File: config.mk
export PLATFORM = sky130hd
export DESIGN_NAME = pnm_header_field_parser_core_flat
export DESIGN_NICKNAME = d
export VERILOG_FILES = /design/src/rtl/pnmhp_pkg.sv /design/src/rtl/pnmhp_in_if.sv /design/src/rtl/pnmhp_out_if.sv /design/src/rtl/pnmhp_step.sv /design/src/rtl/pnm_header_field_parser_core.sv /design/src/flat_wrapper.sv
export SDC_FILE = /design/constraint.sdc
export NUM_CORES = 1
export LEC_CHECK = 0
export ABC_CLOCK_PERIOD_IN_PS = 15150
export BUFFER_PORTS_ARGS = -buffer_cell sky130_fd_sc_hd__buf_2
export CAP_MARGIN = 20
export CELL_PAD_IN_SITES_DETAIL_PLACEMENT = 1
export CELL_PAD_IN_SITES_GLOBAL_PLACEMENT = 1
export CORE_AREA = 8 8 244 246
export DETAILED_ROUTE_END_ITERATION = 10
export DIE_AREA = 0 0 252 254
export PLACE_DENSITY = 0.68
export SYNTH_ARGS = -nofsm -noshare
export SYNTH_HDL_FRONTEND = slang
export SYNTH_SLANG_ARGS = --single-unit
File: constraint.sdc
create_clock -name clk -period 15.15 [get_ports clk]
set_input_delay 0.7575 -clock clk [delete_from_list [all_inputs] [get_ports clk]]
set_output_delay 0.7575 -clock clk [all_outputs]
set_load 0.02 [all_outputs]
File: src/rtl/pnmhp_pkg.sv
`default_nettype none

package pnmhp_pkg;

  localparam int unsigned DataW   = 8;
  localparam int unsigned ValueW  = 16;
  localparam int unsigned AccW    = 32;
  localparam int unsigned LimitW  = 63;
  localparam int unsigned PitchW  = 17;
  localparam int unsigned AreaW   = 2 * ValueW;

  localparam logic [LimitW-1:0] SIZE_LIMIT_RESET = 63'h7FFF_FFFF_FFFF_FFFD;

  // Result status codes
  localparam logic [1:0] STATUS_OK      = 2'd0;
  localparam logic [1:0] STATUS_INVALID = 2'd1;
  localparam logic [1:0] STATUS_TOO_BIG = 2'd2;

  // Token counter values: number of tokens begun so far
  localparam logic [1:0] TOK_WIDTH  = 2'd1;
  localparam logic [1:0] TOK_HEIGHT = 2'd2;
  localparam logic [1:0] TOK_MAXVAL = 2'd3;

  // Characters of interest
  localparam logic [DataW-1:0] CH_HASH    = 8'h23;
  localparam logic [DataW-1:0] CH_NEWLINE = 8'h0A;
  localparam logic [DataW-1:0] CH_SPACE   = 8'h20;
  localparam logic [DataW-1:0] CH_TAB     = 8'h09;
  localparam logic [DataW-1:0] CH_CR      = 8'h0D;
  localparam logic [AccW-1:0]  CH_ZERO    = 32'h0000_0030;

  localparam logic [ValueW-1:0] WIDE_SAMPLE = 16'd255;

  typedef struct packed {
    logic              in_comment;
    logic              in_token;
    logic [1:0]        token_index;
    logic [AccW-1:0]   accumulator;
    logic [ValueW-1:0] held_width;
    logic [ValueW-1:0] held_height;
    logic [AreaW-1:0]  held_area;
    logic              finished;
  } parse_state_t;

  typedef struct packed {
    logic [1:0]        status;
    logic [ValueW-1:0] width;
    logic [ValueW-1:0] height;
    logic [ValueW-1:0] max_value;
    logic [1:0]        bytes_per_sample;
    logic [PitchW-1:0] row_pitch;
  } result_t;

endpackage

`default_nettype wire

File: src/rtl/pnmhp_in_if.sv
`default_nettype none

interface pnmhp_in_if;
  logic       valid;
  logic       ready;
  logic [7:0] data_byte;
  logic       first;

  modport source (output valid, output data_byte, output first, input ready);
  modport sink   (input valid, input data_byte, input first, output ready);
endinterface

`default_nettype wire

File: src/rtl/pnmhp_out_if.sv
`default_nettype none

interface pnmhp_out_if;
  logic        valid;
  logic        ready;
  logic [1:0]  status;
  logic [15:0] width;
  logic [15:0] height;
  logic [15:0] max_value;
  logic [1:0]  bytes_per_sample;
  logic [16:0] row_pitch;

  modport source (output valid, output status, output width, output height,
                  output max_value, output bytes_per_sample, output row_pitch,
                  input ready);
  modport sink   (input valid, input status, input width, input height,
                  input max_value, input bytes_per_sample, input row_pitch,
                  output ready);
endinterface

`default_nettype wire

File: src/rtl/pnmhp_step.sv
`default_nettype none

module pnmhp_step (
  input  pnmhp_pkg::parse_state_t     state_cur,
  input  logic [7:0]                  data_byte,
  input  logic                        first,
  input  logic [62:0]                 size_limit,
  output pnmhp_pkg::parse_state_t     state_nxt,
  output logic                        emit,
  output pnmhp_pkg::result_t          result
);
  import pnmhp_pkg::*;

  parse_state_t      base;
  logic              blank;
  logic [AccW-1:0]   acc_base;
  logic [AccW-1:0]   acc_next;
  logic [AccW-1:0]   val;
  logic              val_bad;
  logic              wide;
  logic [AreaW:0]    product;

  assign blank = (data_byte == CH_SPACE) ||
                 ((data_byte >= CH_TAB) && (data_byte <= CH_CR));

  assign acc_base = state_cur.in_token && !first ? state_cur.accumulator : '0;
  assign acc_next = {acc_base[AccW-4:0], 3'b000} + {acc_base[AccW-2:0], 1'b0}
                    + {{(AccW-DataW){1'b0}}, data_byte} - CH_ZERO;

  assign val     = base.accumulator;
  assign val_bad = (val == '0) || (val[AccW-1:ValueW] != '0);
  assign wide    = val[ValueW-1:0] > WIDE_SAMPLE;
  assign product = wide ? {base.held_area, 1'b0} : {1'b0, base.held_area};

  always_comb begin
    base = state_cur;
    if (first) begin
      base = '0;
    end
    state_nxt = base;
    emit      = 1'b0;
    result    = '0;

    if (base.finished) begin
      // drop everything until restart
    end else if (base.in_comment) begin
      if (data_byte == CH_NEWLINE) begin
        state_nxt.in_comment = 1'b0;
      end
    end else if (data_byte == CH_HASH) begin
      state_nxt.in_comment = 1'b1;
    end else if (!blank) begin
      if (!base.in_token) begin
        state_nxt.in_token    = 1'b1;
        state_nxt.token_index = base.token_index + 2'd1;
      end
      state_nxt.accumulator = acc_next;
    end else if (base.in_token) begin
      state_nxt.in_token    = 1'b0;
      state_nxt.accumulator = '0;
      if (val_bad || (base.token_index == 2'd0)) begin
        emit               = 1'b1;
        result.status      = STATUS_INVALID;
        state_nxt.finished = 1'b1;
      end else if (base.token_index == TOK_WIDTH) begin
        state_nxt.held_width = val[ValueW-1:0];
      end else if (base.token_index == TOK_HEIGHT) begin
        state_nxt.held_height = val[ValueW-1:0];
        state_nxt.held_area   = AreaW'(base.held_width) * AreaW'(val[ValueW-1:0]);
      end else begin
        // maxval closes the header
        emit                    = 1'b1;
        state_nxt.finished      = 1'b1;
        result.status           = ({{(LimitW-AreaW-1){1'b0}}, product} > size_limit)
                                  ? STATUS_TOO_BIG : STATUS_OK;
        result.width            = base.held_width;
        result.height           = base.held_height;
        result.max_value        = val[ValueW-1:0];
        result.bytes_per_sample = wide ? 2'd2 : 2'd1;
        result.row_pitch        = wide ? {base.held_width, 1'b0}
                                       : {1'b0, base.held_width};
      end
    end
  end

endmodule

`default_nettype wire

File: src/rtl/pnm_header_field_parser_core.sv
`default_nettype none

// Channel   Direction  Word contents
// in_if     sink       data_byte[7:0], first (restart parser on this byte)
// out_if    source     status, width, height, max_value, bytes_per_sample, row_pitch
// cfg_*     write      size_limit[62:0], taken on any edge with cfg_we high
//
// One header byte per cycle while no result waits on a stalled out_if. A byte
// waits in the input register, and its result (if any) is loaded into the output
// register on the edge that consumes the byte, where out_if.valid rises; the
// earliest result handshake comes on the following edge.
// Reset clears the parser state and the valid flags and loads size_limit.
// A result waiting on out_if holds the input register; in_if.ready stays high
// whenever the input register is empty or will move on this edge.
module pnm_header_field_parser_core (
  input  logic              clk,
  input  logic              rst_n,
  pnmhp_in_if.sink          in_if,
  pnmhp_out_if.source       out_if,
  input  logic              cfg_we,
  input  logic [62:0]       cfg_data
);
  import pnmhp_pkg::*;

  // input register
  logic              in_valid_r;
  logic [DataW-1:0]  in_byte_r;
  logic              in_first_r;

  // parser state and size limit
  parse_state_t      state_r;
  parse_state_t      state_nxt;
  logic [LimitW-1:0] size_limit_r;

  // result register
  logic              out_valid_r;
  result_t           out_r;
  result_t           result_nxt;
  logic              emit;

  logic              out_free;
  logic              advance;
  logic              in_take;

  // The output register can take a new word if empty or draining this edge.
  assign out_free = !out_valid_r || out_if.ready;
  assign advance  = in_valid_r && out_free;
  assign in_if.ready = !in_valid_r || out_free;
  assign in_take  = in_if.valid && in_if.ready;

  pnmhp_step u_step (
    .state_cur  (state_r),
    .data_byte  (in_byte_r),
    .first      (in_first_r),
    .size_limit (size_limit_r),
    .state_nxt  (state_nxt),
    .emit       (emit),
    .result     (result_nxt)
  );

  // Input register: load on accept, otherwise empty once consumed.
  always_ff @(posedge clk) begin
    if (!rst_n) begin
      in_valid_r <= 1'b0;
    end else if (in_take) begin
      in_valid_r <= 1'b1;
    end else if (advance) begin
      in_valid_r <= 1'b0;
    end
  end

  always_ff @(posedge clk) begin
    if (in_take) begin
      in_byte_r  <= in_if.data_byte;
      in_first_r <= in_if.first;
    end
  end

  // Parser state moves only when the byte in the input register is consumed.
  always_ff @(posedge clk) begin
    if (!rst_n) begin
      state_r <= '0;
    end else if (advance) begin
      state_r <= state_nxt;
    end
  end

  always_ff @(posedge clk) begin
    if (!rst_n) begin
      size_limit_r <= SIZE_LIMIT_RESET;
    end else if (cfg_we) begin
      size_limit_r <= cfg_data;
    end
  end

  // Output register: capture a result, drop the word once taken.
  always_ff @(posedge clk) begin
    if (!rst_n) begin
      out_valid_r <= 1'b0;
    end else if (advance && emit) begin
      out_valid_r <= 1'b1;
    end else if (out_if.ready) begin
      out_valid_r <= 1'b0;
    end
  end

  always_ff @(posedge clk) begin
    if (advance && emit) begin
      out_r <= result_nxt;
    end
  end

  assign out_if.valid            = out_valid_r;
  assign out_if.status           = out_r.status;
  assign out_if.width            = out_r.width;
  assign out_if.height           = out_r.height;
  assign out_if.max_value        = out_r.max_value;
  assign out_if.bytes_per_sample = out_r.bytes_per_sample;
  assign out_if.row_pitch        = out_r.row_pitch;

endmodule

`default_nettype wire

File: src/flat_wrapper.sv
// flat-port wrapper written by rule: the top's interface ports become plain ports
module pnm_header_field_parser_core_flat import pnmhp_pkg::*;
  (clk, rst_n, cfg_we, cfg_data, in_if_valid, in_if_data_byte, in_if_first, in_if_ready, out_if_valid, out_if_status, out_if_width, out_if_height, out_if_max_value, out_if_bytes_per_sample, out_if_row_pitch, out_if_ready);
  pnmhp_in_if in_if_i ();
  pnmhp_out_if out_if_i ();
  input  logic clk;
  input  logic rst_n;
  input  logic cfg_we;
  input  logic [62:0] cfg_data;
  input wire logic [$bits(in_if_i.valid)-1:0] in_if_valid;
  input wire logic [$bits(in_if_i.data_byte)-1:0] in_if_data_byte;
  input wire logic [$bits(in_if_i.first)-1:0] in_if_first;
  output wire logic [$bits(in_if_i.ready)-1:0] in_if_ready;
  output wire logic [$bits(out_if_i.valid)-1:0] out_if_valid;
  output wire logic [$bits(out_if_i.status)-1:0] out_if_status;
  output wire logic [$bits(out_if_i.width)-1:0] out_if_width;
  output wire logic [$bits(out_if_i.height)-1:0] out_if_height;
  output wire logic [$bits(out_if_i.max_value)-1:0] out_if_max_value;
  output wire logic [$bits(out_if_i.bytes_per_sample)-1:0] out_if_bytes_per_sample;
  output wire logic [$bits(out_if_i.row_pitch)-1:0] out_if_row_pitch;
  input wire logic [$bits(out_if_i.ready)-1:0] out_if_ready;
  assign in_if_i.valid = in_if_valid;
  assign in_if_i.data_byte = in_if_data_byte;
  assign in_if_i.first = in_if_first;
  assign in_if_ready = in_if_i.ready;
  assign out_if_valid = out_if_i.valid;
  assign out_if_status = out_if_i.status;
  assign out_if_width = out_if_i.width;
  assign out_if_height = out_if_i.height;
  assign out_if_max_value = out_if_i.max_value;
  assign out_if_bytes_per_sample = out_if_i.bytes_per_sample;
  assign out_if_row_pitch = out_if_i.row_pitch;
  assign out_if_i.ready = out_if_ready;
  pnm_header_field_parser_core u_core (.clk(clk), .rst_n(rst_n), .in_if(in_if_i), .out_if(out_if_i), .cfg_we(cfg_we), .cfg_data(cfg_data));
endmodule
Yosys cells after proc, flatten, opt, wreduce, memory -nomap -nowiden
Index checks and enable logic that the tools add are counted.

storage, ports and cells
  bits in registers = 244
  bits of input ports = 77
  output and inout bits = 71

cells by class
  add/subtract/negate cells = 4
  multiply operators = 1
  order comparisons = 4
  eq/ne operators = 5
  mux-type cells = 38
  bitwise logic cells = 3
  reductions and logical operators = 22

operators by type and width
  cell                                                                               number
  101-bit 2-to-1 mux                                                                 2
  100-bit 2-to-1 mux                                                                 2
  68-bit 2-to-1 mux                                                                  2
  97-bit 2-to-1 mux                                                                  1
  65-bit 2-to-1 mux                                                                  1
  64-bit 2-to-1 mux                                                                  1
  33-bit by 63-bit greater-than comparator with 1-bit output                         1
  49-bit 2-to-1 mux                                                                  1
  48-bit 2-to-1 mux                                                                  1
  33-bit 2-to-1 mux                                                                  1
  32-bit adder                                                                       1
  32-bit by 8-bit adder with 32-bit output                                           1
  32-bit logical NOT                                                                 1
  16-bit by 16-bit multiplier with 32-bit output                                     1
  32-bit 2-to-1 mux                                                                  1
  32-bit by 6-bit subtractor with 32-bit output (second input constant)              1
  31-bit 2-to-1 mux                                                                  1
  1-bit 2-to-1 mux                                                                   18
  9-bit OR reduction                                                                 2
  17-bit 2-to-1 mux                                                                  1
  8-bit by 6-bit == test with 1-bit output (second input constant)                   2
  16-bit by 8-bit greater-than comparator with 1-bit output (second input constant)  1
  16-bit 2-to-1 mux                                                                  1
  16-bit nonzero test                                                                1
  15 further kinds                                                                   31

Longest topological paths before layout
  depth in word-level cells = 12
  gate-level depth with buffers = 28
  gate-level depth less buffers = 25

Cells and area by module
From an unflattened synthesis, not the netlist that was laid out.

second synthesis, totals
  cell total of the unflattened synthesis = 2705
  area total of the unflattened synthesis = 23407.4 µm²

modules (own cells, without submodules)
  module                        instances  cells an instance  area an instance (µm²)
  pnmhp_step                    1          1974               14637.8
  pnm_header_field_parser_core  1          731                8769.7

Least setup slack after synthesis
OpenSTA, ideal clock, no wires.

  path type = reg2reg
  start = register u_core.in_first_r
  end = register u_core.state_r[32] in the netlist's numbering
  library setup time = 0.096 ns
  arrival = 7.288 ns
  required time = 15.054 ns
  path slack = 7.766 ns
  stages on the path, launching flop included = 29
  buffers on the path = 4
  cell sequence = edfxtp_1 clkbuf_1 clkbuf_1 nor2b_1 clkbuf_1 buf_1 nand2_1 fa_1 inv_1 fa_1 inv_1 fa_1 inv_1 fa_1 fa_1 inv_1 fa_1 inv_1 ha_1 a21oi_1 o21bai_1 a2111oi_0 o211ai_2 a41oi_2 o21ai_2 a221o_1 a21oi_2 xnor2_1 o41ai_2

between the ends
  cells in the longest elaborated chain, start to end = 10
  elaborated cells on any way between the ends = 17
  classes of those cells = 1 x mul; 2 x eq/ne; 9 x mux; 5 x reduce/logical

ends and longest elaborated chain
  what                                                                          RTL line                            source
  start: declaration                                                            pnm_header_field_parser_core.sv:28  logic in_first_r;
  start signal: assignment                                                      pnm_header_field_parser_core.sv:75  in_first_r <= in_if.first;
  101-bit 2-to-1 mux *                                                          pnmhp_step.sv:37                    if (first) begin
  16-bit by 16-bit multiplier with 32-bit output, or another cell as far along  pnmhp_step.sv:69                    state_nxt.held_area = AreaW'(base.held_width) * AreaW'(val[ValueW-1:0]);
  48-bit 2-to-1 mux / 1-bit logical OR (equally long branches)                  pnmhp_step.sv:67, pnmhp_step.sv:31
  49-bit 2-to-1 mux / 1-bit logical OR (equally long branches)                  pnmhp_step.sv:65, pnmhp_step.sv:61
  64-bit 2-to-1 mux                                                             pnmhp_step.sv:61                    if (val_bad || (base.token_index == 2'd0)) begin
  97-bit 2-to-1 mux                                                             pnmhp_step.sv:58                    end else if (base.in_token) begin
  65-bit 2-to-1 mux                                                             pnmhp_step.sv:52                    end else if (!blank) begin
  100-bit 2-to-1 mux                                                            pnmhp_step.sv:50                    end else if (data_byte == CH_HASH) begin
  100-bit 2-to-1 mux                                                            pnmhp_step.sv:46                    end else if (base.in_comment) begin
  101-bit 2-to-1 mux *                                                          pnmhp_step.sv:44                    if (base.finished) begin
  end signal: assignment                                                        pnm_header_field_parser_core.sv:84  state_r <= state_nxt;
  end: declaration                                                              pnm_header_field_parser_core.sv:31  parse_state_t state_r;

Mark *: on every way between the ends. The rest lies on a longest branch, timed or not.
A chain may end at the register's enable or synchronous reset.

Final worst setup path
Same ends and word-level chain as after synthesis.

==> load_flow_metrics.sql <==
INSERT INTO impl_metrics (metric_group, metric, value, unit) VALUES
('outcome', 'run_status', 'finished clean', ''),
('synthesis', 'async_reset_ff_share', '0', '%'),
('power_and_ir_drop', 'switching_share', '29.0', '%'),
('worst_setup_path', 'critical_path_arrival', '8.22', 'ns'),
('worst_setup_path', 'worstSetupStartpointType', 'flip-flop', ''),
('floorplan', 'floorplan.rows', '87', ''),
('clock_tree', 'count_of_hold_fix_buffers_inserted_at_cts', '0', ''),
('floorplan', 'dieArea', '64000', 'um2'),
('placement', 'hpwlAfterDp', '51600', 'um'),
('synthesis', 'sequential_to_total_area_share_from_yosys_stat', '25.6', '%'),
('floorplan', 'fp.dieH', '254', 'um'),
('floorplan', 'effective_utilization_at_floorplan', '39.6', '%'),
('clock_tree', 'cts_tree', 'done', ''),
('sta', 'setup_viol_count_final', '0', ''),
('finish', 'layout.nets', '3065', ''),
('grt', 'global_route.overflow_total', '0', ''),
('power_and_ir_drop', 'report.power.total', '1.73', 'mW'),
('synthesis', 'synth_ff_type', 'sky130_fd_sc_hd__dfxtp_1', ''),
('clock_tree', 'cts_max_level', '1', ''),
('finish', 'postLayoutCoreUtil', '44.1', '%'),
('floorplan', 'num_io_pins', '148', ''),
('grt', 'grt_first_pass_wirelength', '108000', 'um'),
('placement', 'place_ws', '7.30', 'ns'),
('power_and_ir_drop', 'pwr-share-clk', '41.3', '%'),
('routing', 'vias', '17700', ''),
('power_and_ir_drop', 'power_report.internal_total', '1.23', 'mW'),
('synthesis', 'synthesis.nets', '2984', ''),
('routing', 'drt-initial-drc-count', '987', ''),
('routing', 'post_drt_via_cell_ratio', '5.29', ''),
('grt', 'via_count_of_the_first_global_routing_pass', '19400', ''),
('clock_tree', 'cts.root.buffer_cell', 'sky130_fd_sc_hd__clkbuf_16', ''),
('worst_setup_path', 'critical_path_peak_fanout', '30', ''),
('floorplan', 'floorplan.die.width', '252', 'um'),
('clock_tree', 'clock_network_latency_to_the_later_pin_of_the_worst_skew_pair', '0.59', 'ns'),
('sta', 'minimum_setup_slack_in_the_final_design', '7.42', 'ns'),
('synthesis', 'postSynthAreaPerCell', '8.89', 'um2'),
('synthesis', 'yosys-top-cells-area', 'sky130_fd_sc_hd__fa_1 (18%), sky130_fd_sc_hd__dfxtp_1 (15%), sky130_fd_sc_hd__ha_1 (13%)', ''),
('grt', 'grt.total_usage', '21.1', '%'),
('synthesis', 'yosysTopAreaCellShare', '18.1', '%'),
('sta', 'setup-tns-final', '0', 'ns'),
('clock_tree', 'post_cts_buffers', '0', ''),
('finish', 'drive_above_1_share', '10.1', '%'),
('worst_setup_path', 'crit_type', 'flip-flop to flip-flop', ''),
('clock_tree', 'clock_sinks', '244', ''),
('routing', 'number_of_antenna_violating_nets_in_the_routed_design', '0', ''),
('grt', 'grt_max_degree', '95', ''),
('sta', 'timing.final.hold_violations', '0', ''),
('power_and_ir_drop', 'worst_ir_drop_vdd', '0.0725', 'mV'),
('routing', 'post-route-drc-count', '0', ''),
('sta', 'slew_viol_final', '0', ''),
('sta', 'layout_min_cycle_time', '7.73', 'ns'),
('floorplan', 'core', '55700', 'um2'),
('worst_setup_path', 'cp_slowest_cell', 'sky130_fd_sc_hd__nor2b_1', ''),
('finish', 'area_growth_syn_to_layout', '11.3', '%'),
('worst_setup_path', 'critical_path.max_stage_delay', '0.60', 'ns'),
('power_and_ir_drop', 'power_switching', '503', 'uW'),
('synthesis', 'synthesis.area', '22100', 'um2'),
('worst_setup_path', 'cp-end-kind', 'flip-flop', ''),
('synthesis', 'postSynthCellCount', '2485', ''),
('grt', 'antenna_violations_before_repair', '5', ''),
('worst_setup_path', 'cp_top_family', 'adder cells', ''),
('sta', 'fmax', '129', 'MHz'),
('clock_tree', 'cts_resized', '0', ''),
('power_and_ir_drop', 'share_seq_of_total_power', '41.4', '%'),
('clock_tree', 'cts_buffer_depth', '3', ''),
('routing', 'first_pass_iters', '4', ''),
('finish', 'fillerInstances', '6603', ''),
('routing', 'wl_per_cell', '20.1', 'um'),
('synthesis', 'synth_area_leader_cell', 'sky130_fd_sc_hd__fa_1', ''),
('sta', 'rsz_0062_raised_after_global_routing', 'no', ''),
('clock_tree', 'number_of_buffers_created_by_cts', '30', '');
[through the flow]
| stage | cells | hold WS, ns | area (um2) |
|---|---|---|---|
| after floorplan | 2485 | 0.442 | 22100 |
| after global placement | 3286 | 0.455 | 23500 |
| after detailed placement | 3287 | 0.466 | 23500 |
| after CTS | 3343 | 0.342 | 24500 |
| after global routing | 3347 | 0.342 | 24600 |
| final | 3350 | 0.365 | 24600 |
[state kept, by name, indices dropped and copies added (netlist names)]
| signal | flops |
|---|---|
| u_core.state_r | 101 |
| u_core.size_limit_r | 63 |
| u_core.out_if.row_pitch | 17 |
| u_core.out_if.height | 16 |
| u_core.out_if.max_value | 16 |
| u_core.out_if.width | 16 |
| u_core.in_byte_r | 8 |
| u_core.out_if.bytes_per_sample | 2 |
| u_core.out_if.status | 2 |
| u_core.in_first_r | 1 |
| u_core.in_valid_r | 1 |
| u_core.out_if.valid | 1 |
[cells by family (layout without fill, tap and decap cells)]
kind of cell             count (synthesis)  after routing  synth area share, %
buffers and inverters                  475            580                 8.33
AO/OA/AOI/OAI                          412            412                 12.7
multiplexers                            35             35                 1.59
XOR/XNOR                                52             52                 2.06
other                                    0              4                    0
adder cells (fa/ha/maj)                422            422                 30.7
AND/OR/NAND/NOR                        845            845                 19.0
flip-flops                             244            244                 25.6
[power groups by stage]
| stage | clock [mW] | combinational, mW | sequential (mW) |
|---|---|---|---|
| 2_1_floorplan | 0 | 0.209 | 0.722 |
| 3_3_place_gp | 0 | 0.289 | 0.729 |
| 3_5_place_dp | 0 | 0.296 | 0.730 |
| 4_1_cts | 0.733 | 0.298 | 0.716 |
| 5_1_grt | 0.759 | 0.333 | 0.719 |
| 6_report | 0.715 | 0.301 | 0.716 |
[worst paths after layout]
path | from | end | slack, ns | cells after the start
max | u_core.in_first_r | u_core.state_r[32] | 7.42 | 25
min | in_if_data_byte[4] | u_core.in_byte_r[4] | 0.36 | 1
max reg2reg | u_core.in_first_r | u_core.state_r[32] | 7.42 | 25
min reg2reg | u_core.size_limit_r[37] | u_core.size_limit_r[37] | 0.48 | 2
[cell usage after synthesis (all sizes together) (10+ instances only)]
library cell	n
a211oi	10
a21boi	12
a21o	38
a21oi	112
a22oi	59
a31oi	10
a32oi	11
and2	179
buf	21
clkbuf	126
dfxtp	166
edfxtp	78
fa	200
ha	222
inv	328
mux2i	35
nand2	387
nand3	23
nand4	15
nor2	59
nor2b	106
nor4	21
o211ai	39
o21a	13
o21ai	55
xnor2	34
xor2	18
[per-layer routing]
layer  global-route usage, %  wire length (um)
met5                       0                21
met4                    6.27              1890
met3                    4.05              3660
met2                    35.2             31400
met1                    27.6             30200
[cell type report]
| type | count | area (um2) | area share, % |
|---|---|---|---|
| Sequential cell | 244 | 5670 | 23.0 |
| Inverter | 328 | 1230 | 5.01 |
| Tap cell | 756 | 946 | 3.85 |
| Antenna cell | 4 | 10.0 | 0.0407 |
| Multi-Input combinational cell | 1766 | 14600 | 59.4 |
| Timing Repair Buffer | 196 | 1150 | 4.69 |
| Clock buffer | 43 | 872 | 3.55 |
| Clock inverter | 13 | 114 | 0.463 |
[placed cells by master, fill, tap and decap left out, types with 10 or more instances in the layout]
master / instances
sky130_fd_sc_hd__a211oi_1: 10
sky130_fd_sc_hd__a21boi_0: 12
sky130_fd_sc_hd__a21o_1: 38
sky130_fd_sc_hd__a21oi_1: 111
sky130_fd_sc_hd__a22oi_1: 59
sky130_fd_sc_hd__a32oi_1: 11
sky130_fd_sc_hd__and2_1: 179
sky130_fd_sc_hd__buf_2: 145
sky130_fd_sc_hd__buf_4: 48
sky130_fd_sc_hd__clkbuf_16: 32
sky130_fd_sc_hd__dfxtp_1: 166
sky130_fd_sc_hd__edfxtp_1: 78
sky130_fd_sc_hd__fa_1: 200
sky130_fd_sc_hd__ha_1: 222
sky130_fd_sc_hd__inv_1: 327
sky130_fd_sc_hd__mux2i_1: 35
sky130_fd_sc_hd__nand2_1: 386
sky130_fd_sc_hd__nand3_1: 23
sky130_fd_sc_hd__nand4_1: 15
sky130_fd_sc_hd__nor2_1: 58
sky130_fd_sc_hd__nor2b_1: 106
sky130_fd_sc_hd__nor4_1: 21
sky130_fd_sc_hd__o211ai_1: 38
sky130_fd_sc_hd__o21a_1: 13
sky130_fd_sc_hd__o21ai_0: 51
sky130_fd_sc_hd__xnor2_1: 34
sky130_fd_sc_hd__xor2_1: 18
Note: power is estimated with default switching activity, not from simulation.
